==> src/hdl/tts_pkg.sv <==
// Package for the tick-to-seconds accumulator.
// Holds the command and status structs shared by the controller and the datapath.
// No dependencies.
`timescale 1ns / 1ps

package tts_pkg;

  localparam int unsigned SampleW = 32;
  localparam int unsigned FreqW   = 31;
  localparam int unsigned SecW    = 32;
  // dividend is tick difference plus held leftover, so one bit wider than a sample
  localparam int unsigned DvdW    = SampleW + 1;

  typedef struct packed {
    logic load_div;      // latch sample, form dividend, clear partial remainder
    logic div_step;      // one restoring-division iteration
    logic commit;        // fold quotient into seconds, remainder into leftover
    logic record_first;  // first sample after reset: record only
    logic out_load;      // capture result into the output register
    logic out_nr;        // result carries not_ready
  } tts_cmd_t;

  typedef struct packed {
    logic freq_zero;
    logic started;
  } tts_sts_t;

endpackage

==> src/hdl/tts_dpath.sv <==
// Datapath of the tick-to-seconds accumulator: frequency register, held state,
// shared bit-serial restoring divider and output register. Depends on tts_pkg.
`timescale 1ns / 1ps

module tts_dpath import tts_pkg::*; (
  input  logic               clk_i,
  input  logic               rst_ni,
  input  logic               cfg_we_i,
  input  logic [FreqW-1:0]   cfg_data_i,
  input  logic [SampleW-1:0] sample_i,
  input  tts_cmd_t           cmd_i,
  output tts_sts_t           sts_o,
  output logic [SecW-1:0]    out_sec_o,
  output logic [FreqW-1:0]   out_left_o,
  output logic               out_nr_o
);

  logic [FreqW-1:0]   freq_q;
  logic [SampleW-1:0] prev_q;
  logic [SecW-1:0]    sec_q;
  logic [FreqW-1:0]   rem_q;
  logic               started_q;

  logic [DvdW-1:0]    dvd_q, dvd_d;   // dividend in, quotient out
  logic [SampleW-1:0] prem_q, prem_d; // partial remainder, always below freq

  logic [SampleW-1:0] diff;
  logic [SampleW-1:0] trial;
  logic               qbit;

  logic [SecW-1:0]    out_sec_q;
  logic [FreqW-1:0]   out_left_q;
  logic               out_nr_q;

  assign diff  = sample_i - prev_q;
  assign trial = {prem_q[SampleW-2:0], dvd_q[DvdW-1]};
  assign qbit  = (trial >= {1'b0, freq_q});

  always_comb begin
    dvd_d  = dvd_q;
    prem_d = prem_q;
    if (cmd_i.load_div) begin
      dvd_d  = {1'b0, diff} + {2'b00, rem_q};
      prem_d = '0;
    end else if (cmd_i.div_step) begin
      dvd_d  = {dvd_q[DvdW-2:0], qbit};
      prem_d = qbit ? (trial - {1'b0, freq_q}) : trial;
    end
  end

  always_ff @(posedge clk_i or negedge rst_ni) begin
    if (!rst_ni) begin
      freq_q    <= '0;
      prev_q    <= '0;
      sec_q     <= '0;
      rem_q     <= '0;
      started_q <= 1'b0;
    end else begin
      if (cfg_we_i) begin
        freq_q <= cfg_data_i;
      end
      if (cmd_i.load_div || cmd_i.record_first) begin
        prev_q <= sample_i;
      end
      if (cmd_i.record_first) begin
        started_q <= 1'b1;
      end
      if (cmd_i.commit) begin
        // quotient wraps into the seconds modulo 2^32
        sec_q <= sec_q + dvd_q[SecW-1:0];
        rem_q <= prem_q[FreqW-1:0];
      end
    end
  end

  always_ff @(posedge clk_i) begin
    dvd_q  <= dvd_d;
    prem_q <= prem_d;
    if (cmd_i.out_load) begin
      out_sec_q  <= cmd_i.out_nr ? '0 : sec_q;
      out_left_q <= cmd_i.out_nr ? '0 : rem_q;
      out_nr_q   <= cmd_i.out_nr;
    end
  end

  assign sts_o.freq_zero = (freq_q == '0);
  assign sts_o.started   = started_q;
  assign out_sec_o  = out_sec_q;
  assign out_left_o = out_left_q;
  assign out_nr_o   = out_nr_q;

endmodule

==> src/hdl/tts_ctrl.sv <==
// Controller of the tick-to-seconds accumulator: sequences accept, division,
// commit and output hand-over. Depends on tts_pkg.
`timescale 1ns / 1ps

module tts_ctrl import tts_pkg::*; (
  input  logic     clk_i,
  input  logic     rst_ni,
  input  logic     in_valid_i,
  output logic     in_ready_o,
  output logic     out_valid_o,
  input  logic     out_ready_i,
  input  tts_sts_t sts_i,
  output tts_cmd_t cmd_o
);

  localparam int unsigned DivSteps = DvdW;
  localparam int unsigned CntW     = $clog2(DivSteps);

  localparam logic [1:0] StIdle   = 2'd0;
  localparam logic [1:0] StDiv    = 2'd1;
  localparam logic [1:0] StCommit = 2'd2;
  localparam logic [1:0] StFin    = 2'd3;

  logic [1:0]      state_q, state_d;
  logic [CntW-1:0] cnt_q, cnt_d;
  logic            nr_q, nr_d;
  logic            out_valid_q, out_valid_d;
  logic            out_free;
  logic            accept;

  assign in_ready_o = (state_q == StIdle);
  assign accept     = in_valid_i && in_ready_o;
  assign out_free   = !out_valid_q || out_ready_i;

  always_comb begin
    state_d = state_q;
    cnt_d   = cnt_q;
    nr_d    = nr_q;
    cmd_o   = '0;
    unique case (state_q)
      StIdle: begin
        if (accept) begin
          if (sts_i.freq_zero) begin
            nr_d    = 1'b1;
            state_d = StFin;
          end else if (!sts_i.started) begin
            cmd_o.record_first = 1'b1;
            nr_d    = 1'b0;
            state_d = StFin;
          end else begin
            cmd_o.load_div = 1'b1;
            nr_d    = 1'b0;
            cnt_d   = '0;
            state_d = StDiv;
          end
        end
      end
      StDiv: begin
        cmd_o.div_step = 1'b1;
        cnt_d = cnt_q + 1'b1;
        if (cnt_q == CntW'(DivSteps - 1)) begin
          state_d = StCommit;
        end
      end
      StCommit: begin
        cmd_o.commit = 1'b1;
        state_d = StFin;
      end
      StFin: begin
        // hold the finished result until the output register frees up
        if (out_free) begin
          cmd_o.out_load = 1'b1;
          state_d = StIdle;
        end
      end
      default: state_d = StIdle;
    endcase
    cmd_o.out_nr = nr_q;
  end

  always_comb begin
    out_valid_d = out_valid_q;
    if (cmd_o.out_load) begin
      out_valid_d = 1'b1;
    end else if (out_ready_i) begin
      out_valid_d = 1'b0;
    end
  end

  always_ff @(posedge clk_i or negedge rst_ni) begin
    if (!rst_ni) begin
      state_q     <= StIdle;
      cnt_q       <= '0;
      nr_q        <= 1'b0;
      out_valid_q <= 1'b0;
    end else begin
      state_q     <= state_d;
      cnt_q       <= cnt_d;
      nr_q        <= nr_d;
      out_valid_q <= out_valid_d;
    end
  end

  assign out_valid_o = out_valid_q;

endmodule

==> src/hdl/tick_to_seconds_accumulator.sv <==
// Channel  Dir  Handshake                   Payload
// cfg      in   cfg_valid_i / cfg_ready_o   cfg_data_i: tick_frequency[30:0]
// s_axis   in   s_axis_tvalid / tready      tdata: tick_sample[31:0]
// m_axis   out  m_axis_tvalid / tready      tdata: seconds, leftover; tuser: not_ready
//
// A sample that starts a division goes through accept, 33 iterations of the bit-serial
// divider, commit and hand-over to the output register; the hand-over waits while the
// output is stalled. A zero-frequency or first sample goes from accept to hand-over.
// The next request is taken as soon as the result sits in the output register.
// A stalled output holds the finished result in the controller until the register frees.
// Reset clears the frequency (not ready), the held state and the first-sample flag.
// Depends on tts_pkg, tts_ctrl and tts_dpath.
`timescale 1ns / 1ps

module tick_to_seconds_accumulator import tts_pkg::*; (
  input  logic        clk_i,
  input  logic        rst_ni,
  input  logic        cfg_valid_i,
  output logic        cfg_ready_o,
  input  logic [30:0] cfg_data_i,     // tick_frequency
  input  logic        s_axis_tvalid,
  output logic        s_axis_tready,
  input  logic [31:0] s_axis_tdata,   // [31:0] tick_sample
  output logic        m_axis_tvalid,
  input  logic        m_axis_tready,
  output logic [63:0] m_axis_tdata,   // [31:0] elapsed_seconds, [62:32] leftover_ticks, pad
  output logic        m_axis_tuser    // [0] not_ready
);

  tts_cmd_t         cmd;
  tts_sts_t         sts;
  logic [SecW-1:0]  out_sec;
  logic [FreqW-1:0] out_left;
  logic             out_nr;

  assign cfg_ready_o = 1'b1;

  tts_ctrl u_ctrl (
    .clk_i       (clk_i),
    .rst_ni      (rst_ni),
    .in_valid_i  (s_axis_tvalid),
    .in_ready_o  (s_axis_tready),
    .out_valid_o (m_axis_tvalid),
    .out_ready_i (m_axis_tready),
    .sts_i       (sts),
    .cmd_o       (cmd)
  );

  tts_dpath u_dpath (
    .clk_i      (clk_i),
    .rst_ni     (rst_ni),
    .cfg_we_i   (cfg_valid_i && cfg_ready_o),
    .cfg_data_i (cfg_data_i),
    .sample_i   (s_axis_tdata),
    .cmd_i      (cmd),
    .sts_o      (sts),
    .out_sec_o  (out_sec),
    .out_left_o (out_left),
    .out_nr_o   (out_nr)
  );

  assign m_axis_tdata = {1'b0, out_left, out_sec};
  assign m_axis_tuser = out_nr;

endmodule
==> config.mk <==
export PLATFORM = sky130hd
export DESIGN_NAME = tick_to_seconds_accumulator
export DESIGN_NICKNAME = d
export VERILOG_FILES = /design/src/hdl/tts_pkg.sv /design/src/hdl/tts_dpath.sv /design/src/hdl/tts_ctrl.sv /design/src/hdl/tick_to_seconds_accumulator.sv
export SDC_FILE = /design/constraint.sdc
export NUM_CORES = 1
export LEC_CHECK = 0
export ABC_AREA = 1
export BUFFER_PORTS_ARGS = -buffer_cell sky130_fd_sc_hd__buf_2
export CORE_MARGIN = 8
export CORE_UTILIZATION = 65
export CTS_CLUSTER_DIAMETER = 40
export CTS_CLUSTER_SIZE = 8
export DETAILED_ROUTE_END_ITERATION = 8
export PLACE_DENSITY = 0.88
export SLEW_MARGIN = 20
export SYNTH_ARGS = -nofsm -noshare
export SYNTH_HDL_FRONTEND = slang
export SYNTH_SLANG_ARGS = --single-unit
==> constraint.sdc <==
create_clock -name clk_i -period 8.3 [get_ports clk_i]
set_input_delay 0.83 -clock clk_i [delete_from_list [all_inputs] [get_ports clk_i]]
set_output_delay 0.83 -clock clk_i [all_outputs]
set_load 0.05 [all_outputs]
; Word-level counts from Yosys, hierarchy flattened
; Cells that the tools add are included.
[classes]
order_cmp = 1
n_reduce_logical = 12
n_addsub = 5
n_eq_ne = 9
n_mux = 28
[op_table]
columns = cell, count
row1 = $mux W33, 2
row2 = $add A32 B31 Y33, 1
row3 = $add A32 B32 Y32, 1
row4 = $ge A32 B31 Y1, 1
row5 = $sub A32 B32 Y32, 1
row6 = $logic_not A31 Y1, 1
row7 = $mux W31, 1
row8 = $sub A31 B31 Y31, 1
row9 = $mux W6, 3
row10 = $mux W1, 15
row11 = $pmux W6 S2, 1
row12 = $mux W2, 5
row13 = $pmux W2 S4, 1
row14 = $add A6 B1 Y6 const B, 1
row15 = $eq A6 B6 Y1 const B, 1
row16 = $ne A2 B1 Y1 const B, 3
row17 = $reduce_bool A2 Y1, 3
row18 = $eq A2 B2 Y1 const B, 2
row19 = $ne A2 B2 Y1 const B, 2
row20 = $reduce_and A4 Y1, 1
row21 = $reduce_and A3 Y1, 1
row22 = $eq A2 B1 Y1 const B, 1
row23 = $logic_not A2 Y1, 1
row24 = $logic_or A1 B1 Y1, 2
row25 = 3 further kinds, 3
[word_totals]
output_inout_bits = 68
word_cells = 69
regBits = 265

; Depth between registers and ports, before layout
; Gate-level depths: netlist of the first run.
[logic_depth]
ltp_word = 5
ltp_mapped = 27
mapped_depth_nobuf = 27

; Cells and area by module
; From an unflattened synthesis of the first run, not the netlist that was laid out.
[unflattened]
cells_unflattened = 2695
hier_area_um2 = 18993.2
[modules_own_cells]
columns = mod, cells_per_inst, n_inst, area_each_um2, seq_area_each_um2
row1 = tts_dpath, 2603, 1, 18298.8, 6711.4
row2 = tts_ctrl, 88, 1, 671.9, 250.2
row3 = tick_to_seconds_accumulator, 4, 1, 22.5, 0.0

; Least setup slack after synthesis of the first run
; Ideal clock, no wire load.
[synth_path]
path_kind = input -> register
start = input m_axis_tready
end = register u_dpath.out_left_q[0], in the netlist u_dpath.out_left_o[0] (enable)
t_arrival_ps = 3962
setup_ps = 507
stages = 2
required_time_ps = 7793
setup_slack_ps = 3831
cell_sequence = inv_1 -> a21oi_1
[synth_lines]
columns = item, line
row1 = start: declaration, tick_to_seconds_accumulator.sv:25  ; input logic m_axis_tready,
row2 = end signal: assignment, tts_dpath.sv:81  ; out_left_q <= cmd_i.out_nr ? '0 : rem_q;
row3 = end: declaration, tts_dpath.sv:32  ; logic [FreqW-1:0] out_left_q;

; Final worst setup path of the first run
[layout_path]
start = input s_axis_tdata[0]
end = register u_dpath.dvd_q[31], data pin
[layout_via]
elab_chain_cells = 3
[layout_lines]
columns = item, line
row1 = start: declaration, tick_to_seconds_accumulator.sv:23  ; input logic [31:0] s_axis_tdata,
row2 = $sub A32 B32 Y32, tts_dpath.sv:35  ; assign diff = sample_i - prev_q;
row3 = $add A32 B31 Y33, tts_dpath.sv:43  ; dvd_d = {1'b0, diff} + {2'b00, rem_q};
row4 = $mux W33, tts_dpath.sv:42  ; if (cmd_i.load_div) begin
row5 = named net u_dpath.dvd_d[31], tts_dpath.sv:24  ; logic [DvdW-1:0] dvd_q, dvd_d;
row6 = end signal: assignment, tts_dpath.sv:77  ; dvd_q <= dvd_d;
row7 = end: declaration, tts_dpath.sv:24
; The timed path passes the listed nets, and every way through them passes these cells.
; A chain may end at the register's enable or synchronous reset.

==> flow_summary.toml, run 1 <==
[finish]
nets = 3005
final_util_pct = 73.7
area_growth_pct = 11.9
fin_area_sq_um = 21100
layout-drive-gt1-share_pct = 8.79
fillers = 2232
n_antenna_cell = 0
register_area_sq_um = 6960
multi_input_area_sq_um = 10200
fin_cells = 3216

[place]
portBuffers = 133
pre_cts_ws_ns = 3.59
hpwl_um = 46000
dpl_cell_area_sq_um = 19800
gp_congestion = 1.12
dp.cells = 3139

[route]
highest_layer = "met5"
via_count = 18700
via_per_inst = 5.83
drt_iter0_drc = 1772
final_antenna_net_count = 0
wl_met2_um = 28600
avgRoutedWirePerCell_um = 18.6
drc = 0
drt_first_pass_iters = 8
wl_met3_um = 4350
wl_met1_um = 23000
wl_um = 59800

[synth]
yosys.area_share.simple_pct = 30.0
syn-mean-instance-area_sq_um = 7.06
synth_top_family_by_area = "simple AND/OR/NAND/NOR gates"
synthArstFlopShare_pct = 51.7
syn_inst = 2671
synth_top_area_cell = "dfrtp_1"
netlist.area_leader.share_pct = 18.2
synth.area.mux_share_pct = 0.0597
ys.flop_type = "dfrtp_1"
synth-seq-cells = 265
synthesis.nets = 2876
ys_warn_count = 0
ys_seq_area_share_pct = 36.9
synth_commonest_cells = "780 x nand2_1, 360 x inv_1, 263 x nor2_1"
syn_area_sq_um = 18900
ys_types = 51
ys_top_cells_by_area = "dfrtp_1 18%, nand2_1 16%, edfxtp_1 15%"
yosys.area_share.adder_pct = 9.24
synth_edf_count = 97
synthXorXnorAreaFrac_pct = 3.16
yosysMostFrequentCell = "nand2_1"
synth_compound_area_share_pct = 11.5

[clocking]
post_cts_buffers = 0
cts_tree = "built"
hold_buffers = 0
clockRootBuffer = "clkbuf_16"
numCtsBuffers = 43
clk_latency_ns = 0.54
post_cts_resized = 0
clkTransAtPathRegs_ns = 0.05
clock_sinks = 265
htree_levels = 2
cts_max_path_buffers = 3

[global_routing]
grt_first_pass_wirelength_um = 96000
antenna_found_initial = 1
grt_pass1_vias = 18800
grt_max_degree = 90
globalRouteTotalUtil_pct = 33.8
overflow = 0

[timing]
rsz0062_at_grt = "no"
tns_ns = 0
whs_ns = 0.346
hold_viol = 0
post-route-min-period_ns = 4.24
skew_ns = 0.0191
finalCritPeriodShare_pct = 51.1
tightest_slew_ns = 1.07
fmax_mhz = 236
setup_ws_ns = 4.06
final-setup-viol-count = 0
slew_violations = 0
slew_headroom_pct = 28.0

[power_and_ir_drop]
power.density_nw_per_um2 = 476
power_leakage_nw = 10.6
irDropWorstVdd_mv = 0.527
power_mw = 10.0

[floorplan]
ioPinCount = 136
design.die.area_sq_um = 34700
die_h_um = 186
fp.coreArea_sq_um = 28600
chipWidth_um = 186
rows = 62
floorplan.initialDensity_pct = 65.9

[worst_setup_path]
cp_max_fo = 6
end_kind = "register"
worstSetupStartpointType = "primary input"
crit_type = "primary input to register"
crit_arrival_ns = 4.53
required_ns = 8.59

[run_status]
outcome = "complete, no violations"

[job]
drv_cap = 0

[hold_path]
hold_path.class = "primary input to asynchronous set/reset pin"
[cells by family after synthesis]
kind of cell               Yosys count
adders and majority gates          137
other                                2
AOI/OAI and AO/OA                  405
muxes                                1
DFF                                265
and+or+nand+nor                   1350
xor gates and xnor gates            68
buffers and inverters              443
[critical path, stage by stage]
cell and delay [ns]:
buf_2 0.07, inv_1 0.04, ha_1 0.22, fa_1 0.42, o21ai_2 0.27, nand2_1 0.08
nand2_1 0.15, nand2_1 0.07, nand2_1 0.13, nand3_1 0.12, nand3_1 0.12, xor2_1 0.41
ha_1 0.43, a21oi_1 0.31, nand2_1 0.09, a21oi_1 0.21, nand2_1 0.09, a21oi_1 0.14
nand3_1 0.09, nand3_1 0.16, nand2_1 0.08
[metal layers]
metal,track usage [%],up-vias
met5,0,-
met4,20.0,2
met3,5.61,245
met2,58.7,915
met1,38.8,8655
li1,-,8920
[where the power goes]
group	leakage [nW]	total (mW)	switching [mW]	internal, mW
Sequential	2.90	2.27	0.316	1.96
Clock	0.620	1.62	0.600	1.02
Combinational	7.12	6.15	4.31	1.84
Total	10.6	10.0	5.22	4.82
[cell usage in the layout (no fill, tap or decap), drive strengths merged, types with 12 or more instances in the layout]
master	count
a21oi	144
buf	140
clkbuf	70
dfrtp	137
dfxtp	31
edfxtp	97
ha	133
inv	385
nand2	786
nand3	184
nand3b	32
nand4	36
nor2	267
nor3	23
o21ai	212
o21bai	24
or2	12
xnor2	40
xor2	28
[cell type report]
cell class,count,area share [%]
timing repair buffer,140,3.43
tap,384,2.28
inverter,387,6.88
clock inverter,7,0.202
multi-input combinational,1963,48.3
sequential,265,33.0
clock buffer,70,5.92
[path summary, 6_finish.rpt]
path	from	endpoint	slack [ns]	cells past startpoint
min in group clk_i	cfg_data_i[9]	u_dpath.freq_q[9]	0.49	3
hold / removal	rst_ni	u_dpath.prev_q[2]	0.35	1
setup reg to reg	u_dpath.prev_q[0]	u_dpath.dvd_q[31]	4.08	19
max in group asynchronous	rst_ni	u_dpath.rem_q[18]	6.71	2
hold reg to reg	u_dpath.prem_q[17]	u_dpath.prem_q[17]	0.51	2
setup / recovery	s_axis_tdata[0]	u_dpath.dvd_q[31]	4.06	21
[sequential cells by signal (all words and copies together) (netlist names), 2 cells and up]
name,cells
u_dpath.dvd_q,33
u_dpath.prem_q,31
u_dpath.sec_q,32
u_dpath.rem_q,31
u_ctrl.cnt_q,6
u_dpath.prev_q,32
u_dpath.out_left_o,31
u_dpath.out_sec_o,32
u_dpath.freq_q,31
u_ctrl.state_q,2
(Power assumes the default switching activity.)
==> run 2, diff against run 1 <==
--- a/config.mk
+++ b/config.mk
@@ -8,11 +8,11 @@
 export ABC_AREA = 1
 export BUFFER_PORTS_ARGS = -buffer_cell sky130_fd_sc_hd__buf_2
 export CORE_MARGIN = 8
-export CORE_UTILIZATION = 65
+export CORE_UTILIZATION = 62
 export CTS_CLUSTER_DIAMETER = 40
 export CTS_CLUSTER_SIZE = 8
 export DETAILED_ROUTE_END_ITERATION = 8
-export PLACE_DENSITY = 0.88
+export PLACE_DENSITY = 0.85
 export SLEW_MARGIN = 20
 export SYNTH_ARGS = -nofsm -noshare
 export SYNTH_HDL_FRONTEND = slang
==> constraint.sdc (replaced) <==
create_clock -name clk_i -period 4.3 [get_ports clk_i]
set_input_delay 0.43 -clock clk_i [delete_from_list [all_inputs] [get_ports clk_i]]
set_output_delay 0.43 -clock clk_i [all_outputs]
set_load 0.05 [all_outputs]
==> flow_summary.toml, run 2 (synthesized netlist as in run 1, its figures left out) <==
[clocking]
post_cts_resized = 0
clkTransAtPathRegs_ns = 0.05
clockRootBuffer = "clkbuf_16"
cts_tree = "built"
numCtsBuffers = 48
htree_levels = 2
clk_latency_ns = 0.56
post_cts_buffers = 0
cts_max_path_buffers = 3
hold_buffers = 0
clock_sinks = 265

[place]
gp_congestion = 0.984
dp.cells = 3162
portBuffers = 133
dpl_cell_area_sq_um = 19900
hpwl_um = 46900

[route]
wl_um = 61700
via_per_inst = 5.74
avgRoutedWirePerCell_um = 19.0
via_count = 18700
drt_first_pass_iters = 6
drt_iter0_drc = 1498
drc = 0
final_antenna_net_count = 0

[timing]
slew_violations = 0
whs_ns = -0.00550
tns_ns = 0
fmax_mhz = 252
rsz0062_at_grt = "no"
final-setup-viol-count = 0
skew_ns = 0.0180
post-route-min-period_ns = 3.96
tightest_slew_ns = 1.10
slew_headroom_pct = 26.5
finalCritPeriodShare_pct = 92.1
hold_viol = 2

[power_and_ir_drop]
p_int_mw = 9.83
p_comb_share_pct = 59.7
p_sw_mw = 10.3
irDropWorstVdd_mv = 0.705
power_leakage_nw = 10.8
p_sw_share_pct = 51.1
power.density_nw_per_um2 = 935
pwr-share-seq_pct = 22.0
clkPwrFrac_pct = 18.3

[floorplan]
floorplan.initialDensity_pct = 62.3
chipWidth_um = 190
ioPinCount = 136
design.die.area_sq_um = 36300
rows = 64
die_h_um = 190
fp.coreArea_sq_um = 30300

[finish]
fin_cells = 3250
multi_input_area_sq_um = 10200
register_area_sq_um = 6960
nets = 3021
fillers = 2452
fin_area_sq_um = 21500
layout_common_cells = "780 x nand2_1, 360 x inv_1, 263 x nor2_1"
layout-drive-gt1-share_pct = 9.78
largest-register = "u_dpath.dvd_q"
area_growth_pct = 14.0
n_antenna_cell = 0
largest_reg_flops = 33
final_common_cell = "nand2_1"

[worst_setup_path]
regToRegSetupSlack_ns = 0.34
required_ns = 4.57
worstSetupStartpointType = "register"
end_kind = "register"
crit_type = "register to register"
crit_arrival_ns = 4.23
cp_max_fo = 4

[global_routing]
overflow = 0
grt_first_pass_wirelength_um = 97900
antenna_found_initial = 2
grt_pass1_vias = 19000
grt_max_degree = 105
globalRouteTotalUtil_pct = 34.0

[run_status]
outcome = "finished, violations left"
violations = "hold timing"

[job]
drv_cap = 0

[hold_path]
hold_path.class = "primary input to asynchronous set/reset pin"
## run 2: area by class of cell
class	count	area share, %
multi-input combinational	1963	47.4
sequential	265	32.4
clock inverter	17	0.855
inverter	387	6.75
tap	396	2.30
timing repair buffer	151	3.88
clock buffer	71	6.41
## run 2: final timing paths
| check | startpoint | endpoint | cells after the start |
|---|---|---|---|
| setup reg to reg | u_dpath.prev_q[0] | u_dpath.dvd_q[18] | 19 |
| hold reg to reg | u_dpath.prev_q[0] | u_dpath.prev_q[0] | 2 |
| min in group clk_i | cfg_data_i[7] | u_dpath.freq_q[7] | 3 |
| max in group asynchronous | rst_ni | u_dpath.freq_q[27] | 2 |
| hold / removal | rst_ni | u_dpath.sec_q[1] | 1 |
| setup / recovery | u_dpath.prev_q[0] | u_dpath.dvd_q[18] | 19 |
## run 2: layer usage
layer  vias to the layer above  share of wire, %  GRT usage, %
met5                         -                 0             0
met3                       236               6.6          4.37
met1                      8596                38          38.9
li1                       8953                 -             -
met4                         0               5.6          18.9
met2                       881                50          60.8
## run 2: metrics by stage
stage | power, mW | utilization [%] | hold WS (ns) | worst slack [ns]
final | 20.1 | 71.0 | -0.00550 | 0.338
after global routing | 21.5 | 71.0 | 0.0650 | 0.0797
after floorplan | 12.7 | - | 0.134 | 0.0117
after global placement | 15.8 | 65.9 | 0.476 | 0.243
after CTS | 19.9 | 71.0 | 0.0508 | 0.364
after detailed placement | 16.0 | 65.9 | 0.491 | 0.207
## run 2: power groups by stage
stage | clock (mW) | combinational (mW) | sequential (mW)
2_1_floorplan | 0 | 7.82 | 4.85
3_3_place_gp | 0 | 11.4 | 4.39
3_5_place_dp | 0 | 11.6 | 4.42
4_1_cts | 3.69 | 11.8 | 4.40
5_1_grt | 3.82 | 13.2 | 4.50
6_report | 3.68 | 12.0 | 4.43
## run 2: critical path, stage by stage (launching register included)
cell     delay (ns)
dfrtp_1        0.38
ha_1           0.22
fa_1           0.43
o21ai_2        0.29
nand2_1        0.09
nand2_1        0.14
nand2_1        0.07
nand2_1        0.11
nand3_1        0.08
nand2_1        0.12
xor2_1         0.09
ha_1           0.37
nand2_1        0.10
inv_1          0.07
nand2_1        0.14
nor3_1         0.38
nand4_1        0.21
nand3_1        0.15
xnor2_1        0.13
o21ai_0        0.10
==> run 3, diff against run 2 <==
--- a/config.mk
+++ b/config.mk
@@ -6,13 +6,14 @@
 export NUM_CORES = 1
 export LEC_CHECK = 0
 export ABC_AREA = 1
+export ABC_CLOCK_PERIOD_IN_PS = 3850
 export BUFFER_PORTS_ARGS = -buffer_cell sky130_fd_sc_hd__buf_2
 export CORE_MARGIN = 8
 export CORE_UTILIZATION = 62
 export CTS_CLUSTER_DIAMETER = 40
 export CTS_CLUSTER_SIZE = 8
 export DETAILED_ROUTE_END_ITERATION = 8
-export PLACE_DENSITY = 0.85
+export PLACE_DENSITY = 0.8
 export SLEW_MARGIN = 20
 export SYNTH_ARGS = -nofsm -noshare
 export SYNTH_HDL_FRONTEND = slang
==> constraint.sdc (replaced) <==
create_clock -name clk_i -period 3.85 [get_ports clk_i]
set_input_delay 0.385 -clock clk_i [delete_from_list [all_inputs] [get_ports clk_i]]
set_output_delay 0.385 -clock clk_i [all_outputs]
set_load 0.05 [all_outputs]
==> flow_summary.toml, run 3 (synthesized netlist as in run 1, its figures left out) <==
[run_status]
outcome = "finished, violations left"
violations = "hold timing"

[worst_setup_path]
reg2reg_to = "u_dpath.dvd_q[32]"
regToRegSetupSlack_ns = 0.18
reg2regPathDepth = 19
end_kind = "register"
worstReg2RegStart = "u_dpath.prev_q[5]"
crit_type = "register to register"
cp_max_fo = 6
required_ns = 4.12
startpoint = "u_dpath.prev_q[5]"
crit_arrival_ns = 3.94
worstSetupStartpointType = "register"

[timing]
slew_violations = 0
finalCritPeriodShare_pct = 95.2
final-setup-viol-count = 0
whs_ns = -0.0358
hold_viol = 12
setup_ws_ns = 0.183
fmax_mhz = 273
post-route-min-period_ns = 3.67
tightest_slew_ns = 1.10
rsz0062_at_grt = "yes"
skew_ns = 0.0260
slew_headroom_pct = 26.5

[power_and_ir_drop]
p_comb_share_pct = 61.1
p_sw_mw = 11.7
p_sw_share_pct = 51.1
pwr-share-seq_pct = 21.8
irDropWorstVdd_mv = 0.701
power.density_nw_per_um2 = 1050
p_int_mw = 11.2
power_leakage_nw = 11.0
clkPwrFrac_pct = 17.1

[clocking]
clock_sinks = 265
numCtsBuffers = 47
cts_tree = "built"
clkTransAtPathRegs_ns = 0.05
htree_levels = 2
cts_max_path_buffers = 3
hold_buffers = 0
clockRootBuffer = "clkbuf_16"
clk_latency_ns = 0.55

[finish]
fin_cells = 3285
n_antenna_cell = 0
layout-drive-gt1-share_pct = 11.7
register_area_sq_um = 6960
fillers = 2402
largest_reg_flops = 33
layout_common_cells = "776 x nand2_1, 359 x inv_1, 254 x nor2_1"
largest-register = "u_dpath.dvd_q"
multi_input_area_sq_um = 10300
area_growth_pct = 15.6
final_common_cell = "nand2_1"
nets = 3056

[global_routing]
antenna_found_initial = 0
grt_first_pass_wirelength_um = 97900
grt_pass1_vias = 19300
grt_max_degree = 96
overflow = 0
globalRouteTotalUtil_pct = 33.8

[route]
drt_iter0_drc = 1368
via_count = 18800
final_antenna_net_count = 0
drc = 0
wl_um = 61700
drt_first_pass_iters = 6
avgRoutedWirePerCell_um = 18.8
via_per_inst = 5.73

[place]
pre_cts_ws_ns = -0.0291
gp_congestion = 1.11
hpwl_um = 47800
dp.cells = 3195
portBuffers = 133

[floorplan]
rows = 64
ioPinCount = 136
die_h_um = 190
floorplan.initialDensity_pct = 62.3
chipWidth_um = 190
fp.coreArea_sq_um = 30300
design.die.area_sq_um = 36300

[job]
drv_cap = 0

[hold_path]
hold_path.class = "primary input to asynchronous set/reset pin"
[run 3: cell types whose count changed in the layout (fill, tap and decap cells not counted), moves of 5 or more]
cell      delta
a21oi_1      -8
a21oi_2      +7
buf_4       +36
clkbuf_8     -5
nor2_1       -9
nor2_2       +8
[run 3: worst max path at each step]
stage	endpoint	cells after the start	slack, ns
2_1_floorplan	u_dpath.dvd_q[29]	22	0.56
3_3_place_gp	u_dpath.dvd_q[17]	21	0.03
3_5_place_dp	u_dpath.dvd_q[29]	23	-0.03
4_1_cts	u_dpath.dvd_q[27]	23	0.06
5_1_grt	u_dpath.dvd_q[18]	20	-0.1
6_report	u_dpath.dvd_q[32]	19	0.18
[run 3: routing by layer]
layer | global-route usage [%] | wire length [um] | vias up
li1 | - | - | 9034
met1 | 38.2 | 23700 | 8768
met2 | 60.3 | 30400 | 806
met3 | 4.43 | 3700 | 225
met4 | 20.3 | 3860 | 0
met5 | 0 | 0 | -
[run 3: power groups by stage]
stage / registers, mW / clock network, mW / logic, mW
after floorplan: 5.40 / 0 / 8.73
after detailed placement: 4.97 / 0 / 13.4
after CTS: 4.94 / 3.92 / 13.5
after global placement: 4.93 / 0 / 13.1
after global routing: 5.05 / 4.07 / 15.3
final: 4.98 / 3.90 / 13.9
[run 3: repair_timing]
action	CTS	global route
setup buffers	0	3
gates resized for setup	0	31
endpoints found under the setup margin	0	17
[run 3: per-stage QoR]
step | util, % | instance area, sq um | hold slack [ns] | setup TNS [ns] | total power, mW
finish | 72.1 | 21800 | -0.0358 | 0 | 22.8
global route | 72.1 | 21800 | 0.0436 | -0.311 | 24.4
CTS | 71.6 | 21700 | 0.00412 | 0 | 22.4
detailed placement | 66.7 | 20200 | 0.489 | -0.0859 | 18.3
global placement | 66.7 | 20200 | 0.473 | 0 | 18.0
floorplan | - | 18900 | 0.0894 | 0 | 14.1
[run 3: cell type report]
type / instances / share of cell area [%]
inverter: 387 / 6.66
clock buffer: 70 / 6.02
multi-input combinational: 1963 / 47.3
sequential: 265 / 31.9
timing repair buffer: 187 / 5.05
clock inverter: 17 / 0.746
tap: 396 / 2.27
[run 3: worst max-delay path: stages (launching register included)]
cell,delay (ns)
dfrtp_1,0.32
inv_1,0.06
ha_1,0.35
nand2_1,0.14
nor2_1,0.15
nand3_1,0.10
nand2_1,0.13
nand2_1,0.07
nand2_1,0.16
a21oi_4,0.09
xnor2_1,0.36
ha_1,0.43
a21oi_1,0.23
o21ai_0,0.15
inv_1,0.07
nand2_1,0.08
a21oi_1,0.20
nand2_1,0.10
a21oi_1,0.14
a21oi_1,0.07
